### config.mk
export PLATFORM = sky130hd
export DESIGN_NAME = lphm_front
export DESIGN_NICKNAME = d
export VERILOG_FILES = /design/src/design/lphm_pkg.sv /design/src/design/lphm_front.sv
export SDC_FILE = /design/constraint.sdc
export NUM_CORES = 1
export LEC_CHECK = 0
export BUFFER_PORTS_ARGS = -buffer_cell sky130_fd_sc_hd__buf_2
export CORE_MARGIN = 2
export CORE_UTILIZATION = 50
export DETAILED_ROUTE_END_ITERATION = 6
export PLACE_DENSITY = 0.74
export SETUP_SLACK_MARGIN = 0.05
export SYNTH_ARGS = -nofsm -noshare
export SYNTH_HDL_FRONTEND = slang
export SYNTH_SLANG_ARGS = --single-unit
### constraint.sdc
create_clock -name i_clk -period 7.57 [get_ports i_clk]
set_input_delay 1.514 -clock i_clk [delete_from_list [all_inputs] [get_ports i_clk]]
set_output_delay 1.514 -clock i_clk [all_outputs]
set_load 0.01 [all_outputs]
### src/design/lphm_pkg.sv
// Shared constants, codes and beat types of the linear probing hash map.
package lphm_pkg;

    localparam int CAPACITY    = 1024;
    localparam int ADDR_W      = $clog2(CAPACITY);
    localparam int CNT_W       = ADDR_W + 1;
    localparam int QUEUE_DEPTH = 2;
    localparam int HASH_SHIFT  = 32;

    localparam logic [63:0] HASH_MULT = 64'hff51afd7ed558ccd;

    localparam logic CMD_LOOKUP = 1'b0;
    localparam logic CMD_SET    = 1'b1;

    localparam logic [2:0] ST_HIT      = 3'd0;
    localparam logic [2:0] ST_MISS     = 3'd1;
    localparam logic [2:0] ST_INSERTED = 3'd2;
    localparam logic [2:0] ST_FULL     = 3'd3;
    localparam logic [2:0] ST_ZERO     = 3'd4;

    typedef struct packed {
        logic        command;
        logic [63:0] key;
        logic [63:0] value;
    } t_req;

    typedef struct packed {
        logic [2:0]  status;
        logic [63:0] read_value;
    } t_rsp;

    // classified command as handed from the front end to the probe engine
    typedef struct packed {
        logic              command;
        logic              zero;
        logic [ADDR_W-1:0] slot;
        logic [63:0]       key;
        logic [63:0]       value;
    } t_qent;

endpackage

### src/design/lphm_front.sv
// Front end: accepts command beats, hashes the key and flags zero key or value.
module lphm_front (
    input  logic                 i_clk,
    input  logic                 i_rst_n,
    input  logic                 i_in_valid,
    output logic                 o_in_ready,
    input  lphm_pkg::t_req       i_in_data,
    input  logic                 i_clr_busy,
    input  logic                 i_q_full,
    output logic                 o_q_push,
    output lphm_pkg::t_qent      o_q_data
);

    localparam int HW = lphm_pkg::HASH_SHIFT;

    logic          r_s1_valid;
    logic          n_s1_valid;
    logic          r_cmd;
    logic          r_zero;
    logic [63:0]   r_key;
    logic [63:0]   r_value;
    logic [63:0]   r_pll;
    logic [HW-1:0] r_c1;
    logic [HW-1:0] r_c2;

    logic          w_accept;
    logic [HW-1:0] w_kl;
    logic [HW-1:0] w_kh;
    logic [HW-1:0] w_ml;
    logic [HW-1:0] w_mh;
    logic [63:0]   w_pll;
    logic [HW-1:0] w_c1;
    logic [HW-1:0] w_c2;
    logic [HW-1:0] w_phi;
    logic          w_zero;

    // key * mult mod 2^64 from 32-bit partial products; cross terms keep low half
    assign w_kl  = i_in_data.key[HW-1:0];
    assign w_kh  = i_in_data.key[63:HW];
    assign w_ml  = lphm_pkg::HASH_MULT[HW-1:0];
    assign w_mh  = lphm_pkg::HASH_MULT[63:HW];
    assign w_pll = 64'(w_kl) * 64'(w_ml);
    assign w_c1  = w_kh * w_ml;
    assign w_c2  = w_kl * w_mh;

    assign w_zero = (i_in_data.key == 64'd0)
                 || ((i_in_data.command == lphm_pkg::CMD_SET) && (i_in_data.value == 64'd0));

    assign o_q_push   = r_s1_valid && !i_q_full;
    assign o_in_ready = !i_clr_busy && (!r_s1_valid || o_q_push);
    assign w_accept   = i_in_valid && o_in_ready;

    // upper word of the product; the hash folds it onto the lower word
    assign w_phi = r_pll[63:HW] + r_c1 + r_c2;

    always_comb begin
        o_q_data.command = r_cmd;
        o_q_data.zero    = r_zero;
        o_q_data.slot    = r_pll[lphm_pkg::ADDR_W-1:0] ^ w_phi[lphm_pkg::ADDR_W-1:0];
        o_q_data.key     = r_key;
        o_q_data.value   = r_value;
    end

    always_comb begin
        n_s1_valid = r_s1_valid;
        if (w_accept) begin
            n_s1_valid = 1'b1;
        end else if (o_q_push) begin
            n_s1_valid = 1'b0;
        end
    end

    always_ff @(posedge i_clk) begin
        if (!i_rst_n) begin
            r_s1_valid <= 1'b0;
        end else begin
            r_s1_valid <= n_s1_valid;
        end
    end

    always_ff @(posedge i_clk) begin
        if (w_accept) begin
            r_cmd   <= i_in_data.command;
            r_zero  <= w_zero;
            r_key   <= i_in_data.key;
            r_value <= i_in_data.value;
            r_pll   <= w_pll;
            r_c1    <= w_c1;
            r_c2    <= w_c2;
        end
    end

endmodule

==> Word-level counts from Yosys, hierarchy flattened <==
Cells that the tools add are included.
{ "op_classes": {"add_sub_neg": 2, "n_bitwise": 1, "n_mux": 2, "reduce_logical": 12, "magnitude_cmp": 0, "n_div": 0, "shifts": 0, "eq_ne": 0, "multipliers": 3} }
{ "ops": {"columns": ["cell", "count"], "rows": [
  ["$logic_not 64->1", 2],
  ["$mul 32x32->42 const B", 1],
  ["$mul 32x25->10 const B", 1],
  ["$mul 32x30->10 const B", 1],
  ["$add 10x10->10", 2],
  ["$xor 10x10->10", 1],
  ["$logic_and 1x1->1", 4],
  ["$logic_not 1->1", 3],
  ["$logic_or 1x1->1", 2],
  ["$mux 1", 2],
  ["$reduce_bool 2->1", 1]
]} }
{ "word_totals": {"ram_bits": 0, "output_inout_bits": 142, "ff_bits": 193, "n_memories": 0, "elab_cells": 28, "romBits": 0, "latch_bits": 0, "input_bits": 134} }

==> Longest topological paths before layout <==
Gate-level depths: netlist of run 1.
{ "logic_depth": {"depth_word": 6, "mapped_depth": 25, "ltp_nobuf": 25} }

==> Worst setup path before layout of run 1 <==
OpenSTA, ideal clock, no wires.
{ "synth_path": {"path_type": "input to register", "startpoint": "input i_in_data[74] (netlist bit)", "endpoint": "register r_pll[41], data pin", "required_time_ps": 7310, "path_buffers": 0, "stages": 23, "slack_ps": 275, "t_arrival_ps": 7035, "setup_ps": 260, "path_cell_list": "inv_1 ha_1 ha_1 fa_1 inv_1 fa_1 inv_1 fa_1 fa_1 inv_1 fa_1 inv_1 fa_1 ha_1 a211oi_2 nor2_1 a2111oi_4 o31ai_1 a21oi_2 o211a_1 o21bai_1 a21oi_2 xnor2_1"} }
{ "synth_via": {"elab_chain_cells": 1} }
{ "synth_lines": {"columns": ["item", "line", "rtl"], "rows": [
  ["from (decl)", "lphm_front.sv:7", "input lphm_pkg::t_req i_in_data,"],
  ["$mul 32x32->42", "lphm_front.sv:42", "assign w_pll = 64'(w_kl) * 64'(w_ml);"],
  ["via w_pll[41]", "lphm_front.sv:31", "logic [63:0] w_pll;"],
  ["to (signal assigned)", "lphm_front.sv:87", "r_pll <= w_pll;"],
  ["to (decl)", "lphm_front.sv:22", "logic [63:0] r_pll;"]
]} }
The timed path passes the listed nets, and every way through them passes these cells.
A chain may end at the register's enable or synchronous reset.

==> Final worst setup path of run 1 <==
{ "layout_path": {"startpoint": "input i_in_data[67] (netlist bit)", "endpoint": "register r_pll[41], data pin"} }
Same word-level chain as after synthesis.

==> results.cfg, run 1 <==
[run_status]
status = finished, final reports clean

[setup_path]
crit_slowest_cell = fa_1
reg2reg_to = r_key[5]
cp-end-kind = flop
critPathMaxStageDelay_ns = 0.59
path_delay_family = adder cells
worstPathArrival_ns = 7.62
r2r.worst_path.cells = 3
critPathMaxFanout = 7
required_ns = 7.77
setup.worst_path.start_class = primary input
r2r_slack_ns = 5.28
reg2reg_from = r_s1_valid
crit_chain = buf_4, clkinvlp_4, buf_4, buf_4, fa_1, fa_1, fa_1, fa_2, fa_1, inv_1, fa_1, fa_1, inv_1, fa_1, inv_1, ha_1, a21o_1, a21oi_1, o21a_1, o211a_1, o21bai_1, a21oi_2, xnor2_2
path_class = in -> reg
crit_buf_inv = 7
crit_path_frequent_cell = fa_1

[placed_design]
port_buffers = 275
gp_congestion = 1.04
place_hpwl_mm = 52.1

[clocking]
postCtsHoldBufs = 0
numCtsBuffers = 17
cts.clk_slew.worst_paths_ns = 0.07
cts_tree = built
clockBufferDepth = 2
clock_latency_ns = 0.46
ctsRootBufferMaster = clkbuf_16
clkSinkCount = 166
ctsHtreeMaxLevel = 4

[floorplanning]
dieArea_um2 = 40800
rows = 72
die_w_um = 202
ios = 276
start_util_pct = 50.8
core_area_um2 = 38600
fp.dieH_um = 202

[layout]
drive_above_1_share_pct = 27.7
final_common_cell = inv_1
seqCellArea_um2 = 4970
final_cell_mix = inv_1 (536), fa_1 (339), ha_1 (268)
area_growth_syn_to_layout_pct = 24.5
multiInputGateArea_um2 = 12900
fin_nets = 2936
n_fill_cell = 3049

[global_route]
grt_pass1_vias = 14977
grt_use_total_pct = 29.5
antenna_found_initial = 3
grt_pass1_wl_mm = 87.0
grt_max_degree = 75
globalRouteOverflowTotal = 0

[routing]
initialDrtViolationCount = 810
via_count = 13573
antenna_left = 0
viasPerCell = 5.03
drt_first_pass_iters = 5
wl_mm = 58.0
drcViolationCount = 0
avgRoutedWirePerCell_um = 21.5

[synthesis]
synth.avg_cell_area_um2 = 11.9
synthTopCellsByArea = fa_1 (35%), edfxtp_1 (25%), ha_1 (19%)
ys.flop_type = edfxtp_1
syn_area_um2 = 19600
synth_edf_count = 165
seq_area_frac_synth_pct = 25.4
synth_top_cell_by_area = fa_1
netlist.area_leader.share_pct = 35.3
synth_nets = 2413
synth-seq-cells = 166
yosysWarnings = 0
yosysUniqueCellTypes = 43
synthCells = 1642
async_flop_share_pct = 0

[sta]
setup_violations = 0
finalHoldViolCount = 0
skew_ns = 0.0144
maxSlewViolCount = 0
fmax_mhz = 135
rsz0062_at_grt = yes
period_share_pct = 98.0
min_period_ns = 7.42
slew_headroom_pct = 36.6
tns_ns = 0
worstMarginPinSlew_ns = 0.950

[hold_path]
holdCritPathClass = reg -> reg
hold_path_depth = 2
min_to = r_s1_valid
min_from = r_s1_valid

[job]
cap_violations = 0
[worst min-delay path, delay by kind of cell, from the launching register on]
kind / cells / cell delay, ns
and+or+nand+nor: 1 / 0.06
DFF: 1 / 0.33
AOI/OAI and AO/OA: 1 / 0.14
[stage by stage]
step | cells | setup slack [ns] | util, % | hold WS (ns) | cell area (µm²)
4_1_cts | 2694 | 0.0562 | 62.2 | 0.570 | 24100
2_1_floorplan | 1642 | 0.275 | - | 0.493 | 19600
3_5_place_dp | 2662 | -1.01 | 60.5 | 0.549 | 23400
6_report | 2698 | 0.151 | 63.2 | 0.574 | 24400
3_3_place_gp | 2662 | -0.855 | 60.5 | 0.509 | 23400
5_1_grt | 2697 | 0.0193 | 63.2 | 0.595 | 24400
[synthesized netlist by cell type, types with 4 or more instances]
cell type / instances
nor4_1: 21
xor2_1: 15
nor3_1: 5
o21bai_1: 5
edfxtp_1: 165
a21oi_1: 33
nand3_1: 6
fa_1: 346
o21ai_0: 13
nor2_1: 24
nand2_1: 17
nor2b_1: 5
buf_4: 7
ha_1: 291
nand4_1: 11
o31ai_1: 4
a211oi_1: 6
a21o_1: 17
xnor2_1: 71
inv_1: 543
[state kept, by name, indices dropped and copies added, names as in the netlist]
register,flops
r_s1_valid,1
r_c2,9
r_pll,18
r_cmd,1
r_value,64
r_zero,1
r_c1,8
r_key,64
[cell type report]
class / instances / area share (%)
sequential: 166 / 20.4
multi-input combinational: 926 / 52.8
timing repair buffer: 511 / 13.2
clock inverter: 15 / 0.856
tap: 518 / 2.65
inverter: 543 / 8.36
antenna: 2 / 0.0205
clock buffer: 17 / 1.74
[how the worst max path moves through the flow]
stage / depth (start not counted) / startpoint / to
after detailed placement: 27 / i_in_data[78] / r_pll[40]
after global placement: 27 / i_in_data[78] / r_pll[40]
final: 23 / i_in_data[67] / r_pll[41]
after global routing: 24 / i_in_data[72] / r_pll[41]
after floorplan: 23 / i_in_data[74] / r_pll[41]
after CTS: 27 / i_in_data[78] / r_pll[40]
[what timing repair did]
action / 4_1_cts / 5_1_grt
endpoints found under the setup margin: 6 / 8
pin swaps: 0 / 42
resized for setup: 7 / 64
buffers inserted: 0 / 2
[cell families (layout without fill, tap and decap cells)]
family | count (synthesis) | count (layout) | synth area share (%)
buffers and inverters | 550 | 1086 | 10.7
DFF | 166 | 166 | 25.4
and+or+nand+nor | 104 | 104 | 2.82
AOI/OAI and AO/OA | 99 | 99 | 3.44
other | 0 | 2 | 0
xor gates and xnor gates | 86 | 86 | 3.84
adders and majority gates | 637 | 637 | 53.9
[metal layers]
layer,track usage [%],vias up,routed length [µm]
met5,0,-,0
met4,13.5,0,2770
met3,6.68,98,4280
met2,49.2,513,27900
met1,36.8,6823,23000
li1,-,6139,-
Power of run 1 is left out: the tool's default activity adds up to more than one toggle a clock period on the data nets, which glitch-free logic cannot reach.
==> inputs of run 2 (changes only) <==
--- a/config.mk
+++ b/config.mk
@@ -9,7 +9,7 @@
 export CORE_MARGIN = 2
 export CORE_UTILIZATION = 50
 export DETAILED_ROUTE_END_ITERATION = 6
-export PLACE_DENSITY = 0.74
+export PLACE_DENSITY_LB_ADDON = 0.15
 export SETUP_SLACK_MARGIN = 0.05
 export SYNTH_ARGS = -nofsm -noshare
 export SYNTH_HDL_FRONTEND = slang
==> constraint.sdc (replaced) <==
create_clock -name i_clk -period 7.9 [get_ports i_clk]
set_input_delay 1.58 -clock i_clk [delete_from_list [all_inputs] [get_ports i_clk]]
set_output_delay 1.58 -clock i_clk [all_outputs]
set_load 0.01 [all_outputs]
==> results.cfg, run 2 (synthesized netlist as in run 1, its figures left out) <==
[run_status]
status = finished, final reports clean

[setup_path]
required_ns = 8.10
critPathMaxStageDelay_ns = 0.58
path_class = in -> reg
critPathMaxFanout = 4
r2r.worst_path.cells = 3
cp-end-kind = flop
crit_slowest_cell = fa_1
worstPathArrival_ns = 7.82
setup.worst_path.start_class = primary input
crit_path_frequent_cell = fa_1
crit_chain = buf_2, buf_4, ha_1, ha_1, fa_1, inv_1, fa_1, inv_1, fa_1, fa_1, fa_1, inv_1, fa_1, inv_1, ha_1, buf_4, and3_1, nand3_1, nand4_1, o2111ai_2, a21oi_2, nor3_2, a21oi_1, xor2_1

[placed_design]
port_buffers = 275
place_inst = 2609
place_hpwl_mm = 50.4
gp_congestion = 1.00
dpl_cell_area_um2 = 23000
dp_slack_ns = -0.442

[hold_path]
holdCritPathClass = reg -> reg
hold_path_depth = 2

[floorplanning]
start_util_pct = 50.8
core_area_um2 = 38600
rows = 72
fp.dieH_um = 202
ios = 276
die_w_um = 202
dieArea_um2 = 40800

[global_route]
grt_use_total_pct = 29.0
antenna_found_initial = 1
grt_pass1_vias = 14543
use_met1_pct = 39.2
grt_pass1_wl_mm = 86.5
globalRouteOverflowTotal = 0
globalRouteMet2Util_pct = 48.5
grt.busiest_layer = met2
use_met3_pct = 5.13
grt_max_degree = 83

[clocking]
postCtsHoldBufs = 0
clkSinkCount = 166
post-cts-setup-buffers = 0
cts_tree = built
clock_latency_ns = 0.45
clockBufferDepth = 2
ctsRootBufferMaster = clkbuf_16
ctsHtreeMaxLevel = 4
numCtsBuffers = 17
cts.clk_slew.worst_paths_ns = 0.07

[sta]
setup_ws_ns = 0.276
finalHoldViolCount = 0
setup_violations = 0
worstMarginPinSlew_ns = 0.979
period_share_pct = 96.5
min_period_ns = 7.62
slew_headroom_pct = 34.7
maxSlewViolCount = 0
rsz0062_at_grt = yes
skew_ns = 0.00816
fmax_mhz = 131

[routing]
avgRoutedWirePerCell_um = 21.1
via_count = 13221
viasPerCell = 5.00
wl_mm = 55.7
antenna_left = 0
drt_first_pass_iters = 5
initialDrtViolationCount = 835
drcViolationCount = 0

[layout]
final_util_pct = 61.2
final_common_cell = inv_1
reg_top3 = r_key: 64 flops, r_value: 64 flops, r_pll: 18 flops
area_growth_syn_to_layout_pct = 20.5
n_fill_cell = 3131
stdcell_area_um2 = 23600
drive_above_1_share_pct = 24.1
final_cell_mix = inv_1 (541), fa_1 (345), ha_1 (290)
fin_nets = 2881
final_cells = 2642

[job]
cap_violations = 0
==> run 2: cell count changes in the layout (fill, tap and decap cells not counted), sizes merged <==
| cell | delta |
|---|---|
| buf | -48 |
| clkinvlp | -2 |
| clkbuf | -7 |
| diode | -1 |
| bufinv | -1 |
| inv | +2 |
| clkinv | +1 |
==> run 2: layer usage <==
metal  share of wire (%)  up-vias
met2                  48      455
li1                    -     6018
met5                   0        -
met1                  42     6682
met3                 6.4       66
met4                 2.7        0
==> run 2: worst paths after layout <==
check,from,to,slack (ns)
min reg2reg,r_s1_valid,r_s1_valid,0.53
max,i_in_data[76],r_pll[40],0.28
min,r_s1_valid,r_s1_valid,0.53
max reg2reg,r_s1_valid,r_value[39],5.70
==> run 2: worst max-delay path: cells and delay by family <==
kind                       cells  cell delay [ns]
adders and majority gates      9             4.05
and+or+nand+nor                4             0.83
buffers and inverters          7             0.64
AOI/OAI and AO/OA              3             0.53
xor gates and xnor gates       1             0.16
==> run 2: what timing repair did <==
item,in CTS,in global routing
setup endpoints to repair,1,7
pin swaps,0,3
gates resized for setup,1,13
==> run 2: cell type report <==
cell class / count / area [µm²] / share of cell area, %
Sequential cell: 166 / 4970 / 21.0
Clock inverter: 15 / 180 / 0.762
Clock buffer: 17 / 425 / 1.80
Inverter: 543 / 2040 / 8.62
Timing Repair Buffer: 456 / 2760 / 11.7
Multi-Input combinational cell: 926 / 12600 / 53.3
Antenna cell: 1 / 2.50 / 0.0106
Tap cell: 518 / 648 / 2.74
==> run 2: per-stage QoR <==
stage          hold slack [ns]  setup TNS [ns]
2_1_floorplan            0.493               0
3_3_place_gp             0.512           -2.35
3_5_place_dp             0.520           -2.40
4_1_cts                  0.534               0
5_1_grt                  0.566               0
6_report                 0.527               0
Power of run 2 is left out for the same reason.
