<file path="config.mk">
export PLATFORM = sky130hd
export DESIGN_NAME = lphm_fifo
export DESIGN_NICKNAME = d
export VERILOG_FILES = /design/src/design/lphm_pkg.sv /design/src/design/lphm_fifo.sv
export SDC_FILE = /design/constraint.sdc
export NUM_CORES = 1
export LEC_CHECK = 0
export ABC_AREA = 1
export ABC_CLOCK_PERIOD_IN_PS = 11700
export BUFFER_PORTS_ARGS = -buffer_cell sky130_fd_sc_hd__buf_4
export CAP_MARGIN = 10
export CORE_MARGIN = 1
export CORE_UTILIZATION = 47
export DETAILED_ROUTE_END_ITERATION = 12
export PLACE_DENSITY_LB_ADDON = 0.08
export REMOVE_ABC_BUFFERS = 1
export SETUP_SLACK_MARGIN = 0.4
export SLEW_MARGIN = 30
export SYNTH_ARGS = -nofsm -noshare
export SYNTH_HDL_FRONTEND = slang
export SYNTH_SLANG_ARGS = --single-unit
</file>
<file path="constraint.sdc">
create_clock -name i_clk -period 11.7 [get_ports i_clk]
set_input_delay 2.925 -clock i_clk [delete_from_list [all_inputs] [get_ports i_clk]]
set_output_delay 2.925 -clock i_clk [all_outputs]
set_load 0.05 [all_outputs]
</file>
<file path="src/design/lphm_pkg.sv">
// Shared constants, codes and beat types of the linear probing hash map.
package lphm_pkg;

    localparam int CAPACITY    = 1024;
    localparam int ADDR_W      = $clog2(CAPACITY);
    localparam int CNT_W       = ADDR_W + 1;
    localparam int QUEUE_DEPTH = 2;
    localparam int HASH_SHIFT  = 32;

    localparam logic [63:0] HASH_MULT = 64'hff51afd7ed558ccd;

    localparam logic CMD_LOOKUP = 1'b0;
    localparam logic CMD_SET    = 1'b1;

    localparam logic [2:0] ST_HIT      = 3'd0;
    localparam logic [2:0] ST_MISS     = 3'd1;
    localparam logic [2:0] ST_INSERTED = 3'd2;
    localparam logic [2:0] ST_FULL     = 3'd3;
    localparam logic [2:0] ST_ZERO     = 3'd4;

    typedef struct packed {
        logic        command;
        logic [63:0] key;
        logic [63:0] value;
    } t_req;

    typedef struct packed {
        logic [2:0]  status;
        logic [63:0] read_value;
    } t_rsp;

    // classified command as handed from the front end to the probe engine
    typedef struct packed {
        logic              command;
        logic              zero;
        logic [ADDR_W-1:0] slot;
        logic [63:0]       key;
        logic [63:0]       value;
    } t_qent;

endpackage

</file>
<file path="src/design/lphm_fifo.sv">
// Short command queue between the front end and the probe engine.
module lphm_fifo (
    input  logic             i_clk,
    input  logic             i_rst_n,
    input  logic             i_push,
    input  lphm_pkg::t_qent  i_data,
    input  logic             i_pop,
    output logic             o_full,
    output logic             o_empty,
    output lphm_pkg::t_qent  o_head
);

    localparam int PTR_W = $clog2(lphm_pkg::QUEUE_DEPTH);

    lphm_pkg::t_qent r_mem [lphm_pkg::QUEUE_DEPTH];
    logic [PTR_W-1:0] r_wr;
    logic [PTR_W-1:0] r_rd;
    logic [PTR_W:0]   r_cnt;
    logic [PTR_W-1:0] n_wr;
    logic [PTR_W-1:0] n_rd;
    logic [PTR_W:0]   n_cnt;

    assign o_full  = (r_cnt == (PTR_W+1)'(lphm_pkg::QUEUE_DEPTH));
    assign o_empty = (r_cnt == '0);
    assign o_head  = r_mem[r_rd];

    always_comb begin
        n_wr  = r_wr;
        n_rd  = r_rd;
        n_cnt = r_cnt;
        if (i_push) begin
            n_wr = (r_wr == PTR_W'(lphm_pkg::QUEUE_DEPTH - 1)) ? '0 : r_wr + 1'b1;
        end
        if (i_pop) begin
            n_rd = (r_rd == PTR_W'(lphm_pkg::QUEUE_DEPTH - 1)) ? '0 : r_rd + 1'b1;
        end
        if (i_push && !i_pop) begin
            n_cnt = r_cnt + 1'b1;
        end else if (i_pop && !i_push) begin
            n_cnt = r_cnt - 1'b1;
        end
    end

    always_ff @(posedge i_clk) begin
        if (!i_rst_n) begin
            r_wr  <= '0;
            r_rd  <= '0;
            r_cnt <= '0;
        end else begin
            r_wr  <= n_wr;
            r_rd  <= n_rd;
            r_cnt <= n_cnt;
        end
    end

    always_ff @(posedge i_clk) begin
        if (i_push) begin
            r_mem[r_wr] <= i_data;
        end
    end

endmodule

</file>
-- Word-level counts from Yosys, hierarchy flattened
Memory sizes are Yosys's and may differ from the RTL's. A register that Yosys moved wholly into a read port is not among the register bits.
Index checks and enable logic that the tools add are counted.
- order comparisons: 0
- $mul: 0
- reduce and logical (&&, ||, !) cells: 6
- shifts and indexed selects: 0
- div/mod/pow operators: 0
- eq/ne operators: 1
- muxes and demuxes: 8
- bitwise gates (word level): 0
- add/subtract/negate cells: 4
- operators by type and width (kind ; number):
    1-bit two-way mux ; 6
    2-bit two-way mux ; 2
    1-bit adder (second input constant) ; 2
    2-bit by 1-bit adder with 2-bit output (second input constant) ; 1
    2-bit equality test (second input constant) ; 1
    1-bit logical AND ; 2
    1-bit zero test ; 2
    2-bit zero test ; 1
    2-bit nonzero test ; 1
    2-bit by 1-bit subtractor with 2-bit output (second input constant) ; 1
- memory bits (writable): 280
- output and inout port bits: 142
- word-level logic and storage cells: 23
- input bits: 144
- memory bits (read-only): 0
- flip-flop bits (word level): 4
- latch bits: 0
- memories: 1
- memories (memory ; words ; width ; read ports ; clocked after Yosys merged registers in ; wr ports ; RTL line ; source):
    r_mem ; 2 ; 140 ; 1 ; 1 ; 1 ; lphm_fifo.sv:15 ; lphm_pkg::t_qent r_mem [lphm_pkg::QUEUE_DEPTH];

-- Logic depth before layout (Yosys ltp)
Gate-level depths: netlist of run 1.
- word-level depth: 4
- gate-level depth with buffers: 8
- mapped depth without buffers: 8

-- Worst setup path before layout of run 1
OpenSTA, ideal clock, no wires.
- kind: input to register
- from: in i_push
- to: mem r_mem[0][0] (netlist name) (enable)
- cell stages on the path: 2
- data required time: 11.055 ns
- slack: 2.235 ns
- data arrival time: 8.820 ns
- library setup time: 0.645 ns
- path through: inv_1 -> nor2_1
- cells in the longest elaborated chain, start to end: 2
- ends and longest elaborated chain (what ; RTL line ; source):
    start: declaration ; lphm_fifo.sv:5 ; input logic i_push,
    1-bit two-way mux ; lphm_fifo.sv:57 ; if (i_push) begin
    1-bit two-way mux (implied by the code) ; lphm_fifo.sv:58 ; r_mem[r_wr] <= i_data;
    end: declaration ; lphm_fifo.sv:15 ;
Every way passes these cells.

==> key figures, run 1 <==
CTS
  • Clk sink count: 285
  • # hold bufs at CTS: 0
  • Num CTS Buffers: 29
  • CTS clk-pin slew, worst paths: 0.06 ns
  • Worst-Skew Late Latency: 0.52 ns
  • CTS root buf: clkbuf_16
  • Post-CTS Resized: 0
  • Longest Clk Path Bufs: 3
  • H-tree levels: 1
  • CTS tree: yes
  • Setup bufs post-CTS: 0

Critical path
  • Req. time, crit path: 8.78 ns
  • CP max stage delay: 0.81 ns
  • CP dominant cell by count: buf_4
  • Worst path slowest cell: buf_4
  • Delay-heaviest family, CP: buffers and inverters
  • WS Path Type: flip-flop to output pin
  • Worst setup SP type: flip-flop
  • Buf+Inv Stages, Crit Path: 3
  • Worst-path fanout max: 55
  • Crit path cell chain: buf_4 -> buf_4 -> mux2_2 -> buf_4
  • Worst setup EP type: output pin
  • Critical path arrival: 3.69 ns

Timing
  • RSZ-0062 raised after global routing: false
  • Worst slew pin tran: 0.920 ns
  • Hold Violations, Final: 0
  • Final period util: 0.565
  • Max-Slew Margin vs Limit: 0.387
  • Clock skew: 0.0100 ns
  • Setup TNS: 0 ns
  • Final setup fails: 0
  • Final Max Slew Viols: 0
  • Fin crit period: 6.62 ns
  • Fmax: 151 MHz

Floorplanning
  • # rows: 54
  • IO Pins: 286
  • Die outline height: 153 um
  • Die X: 153 um
  • Die ar.: 23,500 sq um
  • Core footprint: 22,100 sq um
  • Starting Density: 0.486

Drt
  • Routed length per instance: 19.0 um
  • DRT Pass-1 Iters: 4
  • Number of remaining DRC errors: 0
  • Detail Route Antenna Nets: 0
  • Wirelength, routed: 20,400 um
  • Vias: 5,280
  • Vias per cell: 4.91
  • Iter 0 DRT Violations: 313

GRT
  • Largest net degree at the start of global routing: 73
  • Vias in the first global route: 5,528
  • First-pass GRT wire length: 30,300 um
  • GRT Total Usage: 0.168
  • Initial antenna violation count: 1
  • GRT Residual Overflow: 0

Synthesis
  • #FFs+latches synth: 285
  • Seq/Total Area, Yosys: 0.792
  • Syn Inst Count: 471
  • Compound-Gate Fraction of Synth Area: 0.000931
  • Largest family of logic cells by synthesized area: multiplexers
  • XOR/XNOR share of the synthesized area: 0
  • Synthesized area: 10,700 sq um
  • Adder-Cell Fraction of Synth Area: 0.00116
  • Syn Area/Cell: 22.8 sq um
  • Post-synthesis mux area share: 0.182
  • Synth unique cells: 15
  • Simple-Gate Fraction of Synth Area: 0.00699
  • YS warnings: 0

Power and ir drop
  • Power per cell area: 176 nW/um^2
  • Total power: 2.47 mW
  • VDD IR max: 0.144 mV
  • Lkg Pwr: 5.52 nW

Place
  • RD Place Congestion: 0.722
  • Detailed placement HPWL: 13,500 um
  • Placed cells: 1,027
  • # port buffers: 285

Run
  • Maxcap violations: 0

Finish
  • Fillers: 1,570
  • Layout cells sized above 1: 0.596
  • Fin cells: 1,076
  • P&R area growth vs syn: 31.1%
  • # nets final: 923

Worst hold path
  • Min-Delay Path Class: flip-flop to flip-flop

Status
  • Outcome: complete, no violations
[area by class of cell]
| cell class | instances | area (sq um) | share of cell area |
|---|---|---|---|
| multi-input combinational | 162 | 2060 | 0.146 |
| antenna | 1 | 2.50 | 0.000178 |
| inverter | 8 | 35.0 | 0.00249 |
| tap | 280 | 350 | 0.0249 |
| clock buffer | 34 | 744 | 0.0529 |
| sequential | 285 | 8510 | 0.604 |
| clock inverter | 14 | 149 | 0.0106 |
| timing repair buffer | 292 | 2240 | 0.159 |
[flip-flops by register name, indices dropped and copies added (netlist names), named ones only]
name / flops
r_cnt: 2
r_mem: 280
r_rd: 1
r_wr: 1
[where the power goes]
group,internal [mW],switching (mW),total [mW]
Combinational,0.153,0.248,0.401
Clock,0.516,0.355,0.871
Sequential,1.18,0.0182,1.20
[stage by stage]
stage	instance area [sq um]	util	setup slack, ns	hold WS, ns
after floorplan	10600	-	2.24	0.463
after global placement	13100	0.594	5.68	0.476
after detailed placement	13200	0.597	5.61	0.489
after CTS	14100	0.637	5.05	0.503
after global routing	14100	0.637	4.91	0.555
final	14100	0.638	5.08	0.505
[logic make-up (layout without fill, tap and decap cells)]
kind of cell	after synthesis	after routing
flip-flops	285	285
multiplexers	140	140
buffers and inverters	24	348
AND/OR/NAND/NOR	19	19
AO/OA/AOI/OAI	2	2
adder cells (fa/ha/maj)	1	1
other	0	1
[Yosys cell counts]
cell type | number | area share
edfxtp_1 | 280 | 0.78
mux2_4 | 100 | 0.14
mux2_2 | 40 | 0.042
buf_6 | 11 | 0.012
nor2_1 | 9 | 0.0031
inv_1 | 8 | 0.0028
nand2_1 | 8 | 0.0028
dfxtp_1 | 5 | 0.0093
buf_2 | 4 | 0.0019
a21oi_1 | 1 | 0.00047
buf_8 | 1 | 0.0014
ha_1 | 1 | 0.0012
nand3_1 | 1 | 0.00047
nand4_1 | 1 | 0.00058
o21ai_0 | 1 | 0.00047
[metal layers]
metal / wire (um) / vias up / track usage
li1: - / 2458 / -
met1: 8070 / 2610 / 0.201
met4: 410 / 0 / 0.0529
met2: 10400 / 188 / 0.289
met3: 1560 / 24 / 0.0527
met5: 0 / - / 0
[layout by cell type, fill, tap and decap left out, types with 2 or more instances in the layout]
master,n
clkinv_1,4
buf_4,289
clkinv_2,4
bufinv_16,3
clkbuf_1,5
mux2_2,40
clkbuf_16,29
clkinvlp_4,2
dfxtp_1,4
nor2_1,8
edfxtp_1,280
buf_16,2
mux2_4,100
inv_1,7
nand2_1,8
[worst min-delay path, stage by stage (launching register included)]
cell	delay [ns]
dfxtp_1	0.33
nor2_1	0.06
nor2_1	0.08
[final timing paths]
path | startpoint | to | depth (start not counted) | slack (ns)
min reg2reg | r_rd | r_rd | 2 | 0.50
max | flip-flop | o_head[15] | 4 | 5.08
min | r_rd | r_rd | 2 | 0.50
max reg2reg | r_wr | r_mem[0][112] | 4 | 9.07
Note: power is estimated with default switching activity, not from simulation.
==> inputs of run 2 (changes only) <==
--- a/config.mk
+++ b/config.mk
@@ -5,8 +5,8 @@
 export SDC_FILE = /design/constraint.sdc
 export NUM_CORES = 1
 export LEC_CHECK = 0
-export ABC_AREA = 1
-export ABC_CLOCK_PERIOD_IN_PS = 11700
+export ABC_AREA = 0
+export ABC_CLOCK_PERIOD_IN_PS = 6600
 export BUFFER_PORTS_ARGS = -buffer_cell sky130_fd_sc_hd__buf_4
 export CAP_MARGIN = 10
 export CORE_MARGIN = 1
==> constraint.sdc (replaced) <==
create_clock -name i_clk -period 6.6 [get_ports i_clk]
set_input_delay 1.65 -clock i_clk [delete_from_list [all_inputs] [get_ports i_clk]]
set_output_delay 1.65 -clock i_clk [all_outputs]
set_load 0.05 [all_outputs]
==> run 2 against run 1 <==
Worst setup slack got worse by 2.7 ns. Global-route usage is 0.26 points higher. Die area is essentially flat. Sequential cell count unchanged. Cell count shrank 1.1%. Synthesized cell count fell by 2.8%. Clock power is 73% higher. Area after synthesis about the same. First-iteration DRC count down 20%. Register-to-register slack got worse by 4.6 ns. Combinational power is 99% higher. Non-clock buffer count shrank 3.
==> key figures, run 2 <==
Power and ir drop
  • Power per cell area: 316 nW/um^2 (+80%)
  • Total power: 4.43 mW (+79%)
  • Lkg Pwr: 5.47 nW (-0.95%)
  • Seq pwr share: 0.480 (-0.006)
  • Combinational power share: 0.180 (+0.018)
  • Clock Power Share: 0.341 (-0.011)
  • Internal: 3.29 mW (+77%)
  • VDD IR max: 0.257 mV (+79%)
  • Switching share of power: 0.259 (+0.00728)
  • Switching power: 1.15 mW (+84%)

Drt
  • Vias per cell: 4.87 (-0.84%)
  • Detail Route Antenna Nets: 0 (unchanged)
  • Iter 0 DRT Violations: 249 (-20%)
  • Number of remaining DRC errors: 0 (unchanged)
  • Vias: 5,177 (-2.0%)
  • Routed length per instance: 19.1 um (+0.75%)
  • Wirelength, routed: 20,300 um (-0.37%)
  • DRT Pass-1 Iters: 4 (unchanged)

GRT
  • First-pass GRT wire length: 30,300 um (+0.18%)
  • GRT Residual Overflow: 0 (unchanged)
  • Vias in the first global route: 5,546 (+0.33%)
  • Largest net degree at the start of global routing: 117 (+60%)
  • GRT Total Usage: 0.170 (+0.00264)
  • Initial antenna violation count: 0 (-1)

CTS
  • Post-CTS Resized: 0 (unchanged)
  • Setup bufs post-CTS: 0 (unchanged)
  • Longest Clk Path Bufs: 3 (unchanged)
  • Worst-Skew Late Latency: 0.53 ns (about the same)
  • Clk sink count: 285 (unchanged)
  • CTS tree: yes
  • H-tree levels: 1 (unchanged)
  • CTS clk-pin slew, worst paths: 0.06 ns (about the same)
  • CTS root buf: clkbuf_16
  • # hold bufs at CTS: 0 (unchanged)
  • Num CTS Buffers: 29 (unchanged)

Critical path
  • CP max stage delay: 0.68 ns (-0.13 ns)
  • Crit path cell chain: buf_12 -> mux2_2 -> buf_4
  • Worst path slowest cell: buf_12
  • Req. time, crit path: 4.95 ns (-3.83 ns)
  • Worst-path fanout max: 116 (+110%)
  • Buf+Inv Stages, Crit Path: 2 (-1)
  • Worst setup EP type: output pin
  • Delay-heaviest family, CP: buffers and inverters
  • WS Path Type: flip-flop to output pin
  • Critical path arrival: 2.53 ns (-1.16 ns)
  • Worst setup SP type: flip-flop

Synthesis
  • Syn Inst Count: 458 (-2.8%)
  • Synth area leader: edfxtp_1
  • Syn Area/Cell: 23.4 sq um (+2.7%)
  • Synth async-reset ratio: 0 (unchanged)
  • Count leader, synth: edfxtp_1
  • Synthesized area: 10,700 sq um (about the same)
  • Synth top area share: 0.783 (about the same)
  • #FFs+latches synth: 285 (unchanged)
  • Primary FF master, synth: edfxtp_1
  • Seq/Total Area, Yosys: 0.792 (about the same)
  • Synth unique cells: 19 (+4)
  • Number of synthesized flops with an enable pin: 280 (unchanged)
  • Largest cells by area after synthesis: edfxtp_1, mux2_4, mux2_2
  • Synth cell count leaders: edfxtp_1, mux2_4, mux2_2
  • YS warnings: 0 (unchanged)

Worst hold path
  • Min-Delay Path Class: flip-flop to flip-flop

Floorplanning
  • IO Pins: 286 (unchanged)
  • Die ar.: 23,500 sq um (about the same)
  • # rows: 54 (unchanged)
  • Starting Density: 0.486 (about the same)
  • Core footprint: 22,100 sq um (unchanged)
  • Die X: 153 um (about the same)
  • Die outline height: 153 um (about the same)

Timing
  • Worst slew pin tran: 0.855 ns (-0.0647 ns)
  • Fmax: 239 MHz
  • RSZ-0062 raised after global routing: false
  • Setup TNS: 0 ns (unchanged)
  • Hold Violations, Final: 0 (unchanged)
  • Final setup fails: 0 (unchanged)
  • Fin crit period: 4.18 ns
  • Final period util: 0.633
  • Clock skew: 0.0203 ns (+0.0103 ns)
  • Final Max Slew Viols: 0 (unchanged)
  • Max-Slew Margin vs Limit: 0.429 (+0.0419)

Finish
  • Largest regs: r_mem x280, r_cnt x2
  • # nets final: 907 (-1.7%)
  • Max reg flops: 280 (unchanged)
  • Most common cell after layout, fill and taps aside: buf_4
  • P&R area growth vs syn: 30.6%
  • Ant diodes: 0 (-1)
  • Layout cells sized above 1: 0.599 (+0.00326)
  • Fillers: 1,576 (+0.38%)
  • Commonest non-fill, non-tap cells in the layout: buf_4, edfxtp_1, mux2_4
  • Top reg by flops: r_mem

Place
  • RD Place Congestion: 0.733 (+1.5%)
  • # port buffers: 285 (unchanged)
  • Detailed placement HPWL: 13,300 um (-1.6%)

Run
  • Maxcap violations: 0 (unchanged)

Status
  • Outcome: complete, no violations
run 2: changes by cell type after synthesis:
cell | previous run | this run
nand2_1 | 8 | 0
nor2_1 | 9 | 1
inv_1 | 8 | 1
and2_1 | 0 | 4
nor2b_1 | 0 | 2
xor2_1 | 0 | 2
a21boi_0 | 0 | 1
a21oi_1 | 1 | 0
and2b_1 | 0 | 1
nand3_1 | 1 | 0
nand4_1 | 1 | 0
o21a_1 | 0 | 1
or3_1 | 0 | 1
xnor2_1 | 0 | 1
run 2: path summary, 6_finish.rpt:
kind                                 from      endpoint  slack (ns)  depth (start not counted)
worst min-delay path             r_cnt[1]      r_cnt[1]        0.52                          2
worst min register to register   r_cnt[1]      r_cnt[1]        0.52                          2
worst max register to register       r_wr  r_mem[1][87]        4.52                          2
worst max-delay path            flip-flop   o_head[122]        2.42                          3
run 2: per-stage QoR:
step           cells  setup WS, ns  hold WS, ns   util  area (sq um)
2_1_floorplan    442         -1.80        0.474      -         10600
4_1_cts         1064          2.38        0.517  0.635         14000
5_1_grt         1064          2.26        0.539  0.635         14000
3_5_place_dp    1011          2.95        0.507  0.595         13100
3_3_place_gp    1011          2.99        0.485  0.595         13100
6_report        1064          2.42        0.516  0.635         14000
run 2: routing by layer:
| metal | global-route usage | routed length [um] |
|---|---|---|
| met1 | 0.195 | 7680 |
| met2 | 0.291 | 10100 |
| met3 | 0.0593 | 1680 |
| met4 | 0.0712 | 808 |
| met5 | 0 | 0 |
run 2: logic make-up after synthesis:
group | Yosys count | share of synthesized area
AO/OA/AOI/OAI | 3 | 0.00186
multiplexers | 140 | 0.182
XOR/XNOR | 3 | 0.00245
buffers and inverters | 17 | 0.0151
AND/OR/NAND/NOR | 9 | 0.00513
flip-flops | 285 | 0.792
adder cells (fa/ha/maj) | 1 | 0.00117
run 2: worst min-delay path: stages (launching register included):
cell	delay [ns]
dfxtp_1	0.33
o21ai_0	0.07
a21boi_0	0.07
run 2: layout make-up:
cell class / count / area [sq um] / area share
tap: 280 / 350 / 0.0250
sequential: 285 / 8510 / 0.607
clock inverter: 11 / 76.3 / 0.00544
multi-input combinational: 156 / 2080 / 0.148
clock buffer: 42 / 815 / 0.0581
inverter: 1 / 3.75 / 0.000268
timing repair buffer: 289 / 2190 / 0.156
run 2: power groups by stage:
stage                     logic, mW  clock network, mW  registers [mW]
after detailed placement      0.802                  0            2.16
after global routing          0.828               1.62            2.13
after floorplan               0.557                  0            2.20
after CTS                     0.804               1.55            2.13
final                         0.796               1.51            2.13
after global placement        0.793                  0            2.16
==> inputs of run 3 (changes only) <==
--- a/config.mk
+++ b/config.mk
@@ -6,7 +6,7 @@
 export NUM_CORES = 1
 export LEC_CHECK = 0
 export ABC_AREA = 0
-export ABC_CLOCK_PERIOD_IN_PS = 6600
+export ABC_CLOCK_PERIOD_IN_PS = 4400
 export BUFFER_PORTS_ARGS = -buffer_cell sky130_fd_sc_hd__buf_4
 export CAP_MARGIN = 10
 export CORE_MARGIN = 1
==> constraint.sdc (replaced) <==
create_clock -name i_clk -period 4.4 [get_ports i_clk]
set_input_delay 1.1 -clock i_clk [delete_from_list [all_inputs] [get_ports i_clk]]
set_output_delay 1.1 -clock i_clk [all_outputs]
set_load 0.05 [all_outputs]
==> run 3 against run 2 <==
Combinational power is 51% higher. First-iteration DRC count is 25% lower. Worst setup slack worse by 1.5 ns. Largest power group unchanged. Utilization about the same. Critical path type unchanged. Clock skew shrank 0.0064 ns. Sequential share of layout area hardly changed. Global-route usage increased by 0.34 points. Clock power up 44%. Total power grew 48%. Sequential cell count stayed put.
==> key figures, run 3 (synthesis gave the netlist of run 2 again) <==
Floorplanning
  • # rows: 54 (unchanged)
  • Core footprint: 22,100 sq um (unchanged)
  • IO Pins: 286 (unchanged)
  • Starting Density: 0.486 (unchanged)
  • Die ar.: 23,500 sq um (unchanged)
  • Die outline height: 153 um (unchanged)
  • Die X: 153 um (unchanged)

Timing
  • Worst slew pin tran: 0.716 ns (-0.139 ns)
  • PnR worst setup slack: 0.902 ns (-1.52 ns)
  • Final Max Slew Viols: 0 (unchanged)
  • Fin crit period: 3.50 ns
  • Final setup fails: 0 (unchanged)
  • Final period util: 0.795
  • Fmax: 286 MHz
  • Clock skew: 0.0139 ns (-0.00638 ns)
  • RSZ-0062 raised after global routing: false
  • Max-Slew Margin vs Limit: 0.523 (+0.0940)
  • Hold Violations, Final: 0 (unchanged)

CTS
  • Clk sink count: 285 (unchanged)
  • Post-CTS Resized: 0 (unchanged)
  • CTS tree: yes
  • H-tree levels: 1 (unchanged)
  • Longest Clk Path Bufs: 3 (unchanged)
  • Worst-Skew Late Latency: 0.53 ns (about the same)
  • CTS clk-pin slew, worst paths: 0.06 ns (about the same)
  • # hold bufs at CTS: 0 (unchanged)
  • Num CTS Buffers: 29 (unchanged)
  • CTS root buf: clkbuf_16
  • Setup bufs post-CTS: 0 (unchanged)

Status
  • Outcome: complete, no violations

Place
  • Detailed placement HPWL: 13,700 um (+2.8%)
  • RD Place Congestion: 0.699 (-4.7%)
  • Post-placement worst setup slack: 1.42 ns (-1.52 ns)
  • Placed cells: 1,015 (+0.40%)
  • Area after DPL: 13,200 sq um (+0.42%)
  • # port buffers: 285 (unchanged)

Drt
  • Detail Route Antenna Nets: 0 (unchanged)
  • Routed length per instance: 19.3 um (+1.2%)
  • Vias: 5,236 (+1.1%)
  • Number of remaining DRC errors: 0 (unchanged)
  • Vias per cell: 4.92 (+1.1%)
  • DRT Pass-1 Iters: 4 (unchanged)
  • Iter 0 DRT Violations: 187 (-25%)
  • Wirelength, routed: 20,600 um (+1.2%)

Power and ir drop
  • Power per cell area: 468 nW/um^2 (+48%)
  • VDD IR max: 0.357 mV (+39%)
  • Lkg Pwr: 5.47 nW (about the same)
  • Total power: 6.57 mW (+48%)

GRT
  • First-pass GRT wire length: 31,200 um (+2.9%)
  • GRT Residual Overflow: 0 (unchanged)
  • Vias in the first global route: 5,686 (+2.5%)
  • Largest net degree at the start of global routing: 63 (-46%)
  • Initial antenna violation count: 0 (unchanged)
  • GRT Total Usage: 0.174 (+0.00339)

Finish
  • Ant diodes: 0 (unchanged)
  • Layout cells sized above 1: 0.602 (+0.00255)
  • Fillers: 1,587 (+0.70%)
  • Largest regs: r_mem x280, r_cnt x2
  • Final instance area: 14,000 sq um (about the same)
  • Max reg flops: 280 (unchanged)
  • P&R area growth vs syn: 30.6% (about the same)
  • Post-layout util: 0.635 (about the same)
  • Commonest non-fill, non-tap cells in the layout: buf_4, edfxtp_1, mux2_4
  • Most common cell after layout, fill and taps aside: buf_4
  • Fin cells: 1,064 (unchanged)
  • Top reg by flops: r_mem
  • # nets final: 911 (+0.44%)

Critical path
  • Worst path slowest cell: dfxtp_4
  • WS Path Type: flip-flop to output pin
  • Delay-heaviest family, CP: flip-flops
  • Crit. path cell count: 3 (unchanged)
  • Critical path arrival: 2.40 ns (-0.13 ns)
  • Worst-path fanout max: 48 (-59%)
  • CP max stage delay: 0.82 ns (+0.14 ns)
  • Req. time, crit path: 3.30 ns (-1.65 ns)
  • Crit path cell chain: buf_12 -> mux2_2 -> buf_4
  • Worst setup SP type: flip-flop
  • R2r setup slk: 2.59 ns (-1.93 ns)
  • Worst setup EP type: output pin
  • Buf+Inv Stages, Crit Path: 2 (unchanged)
  • FF-to-FF path depth: 2 (unchanged)

Worst hold path
  • Hold path depth: 2 (unchanged)
  • Min-Delay Path Class: flip-flop to flip-flop

Run
  • Maxcap violations: 0 (unchanged)
==> run 3: cell type report <==
type / count / area [sq um] / share of cell area
clock buffer: 37 / 756 / 0.0539
multi-input combinational: 156 / 2080 / 0.148
inverter: 1 / 3.75 / 0.000268
clock inverter: 12 / 78.8 / 0.00562
timing repair buffer: 293 / 2250 / 0.160
sequential: 285 / 8510 / 0.607
tap: 280 / 350 / 0.0250
==> run 3: path summary, 6_finish.rpt <==
check | end | from
min reg2reg | r_cnt[1] | r_cnt[1]
min | r_cnt[1] | r_cnt[1]
max reg2reg | r_mem[0][29] | r_wr
max | o_head[136] | flip-flop
==> run 3: worst min-delay path, cell delays in order, from the launching register on <==
cell	delay [ns]
dfxtp_1	0.33
o21ai_0	0.08
a21boi_0	0.08
==> run 3: power by group <==
part / internal (mW) / leakage [nW] / switching (mW)
logic: 0.459 / 2.39 / 0.736
registers: 3.14 / 2.67 / 0.0536
clock network: 1.26 / 0.412 / 0.923
total: 4.85 / 5.47 / 1.71
==> run 3: stage by stage <==
| step | TNS, ns | hold slack, ns |
|---|---|---|
| 6_report | 0 | 0.544 |
| 5_1_grt | 0 | 0.611 |
| 4_1_cts | 0 | 0.557 |
| 3_5_place_dp | 0 | 0.544 |
| 3_3_place_gp | 0 | 0.487 |
| 2_1_floorplan | -850.11 | 0.474 |
==> run 3: routing by layer <==
layer,share of wire,global-route usage,up-vias
met4,0.023,0.0558,0
met1,0.38,0.199,2598
met3,0.080,0.0559,34
met2,0.52,0.308,174
li1,-,-,2430
met5,0,0,-
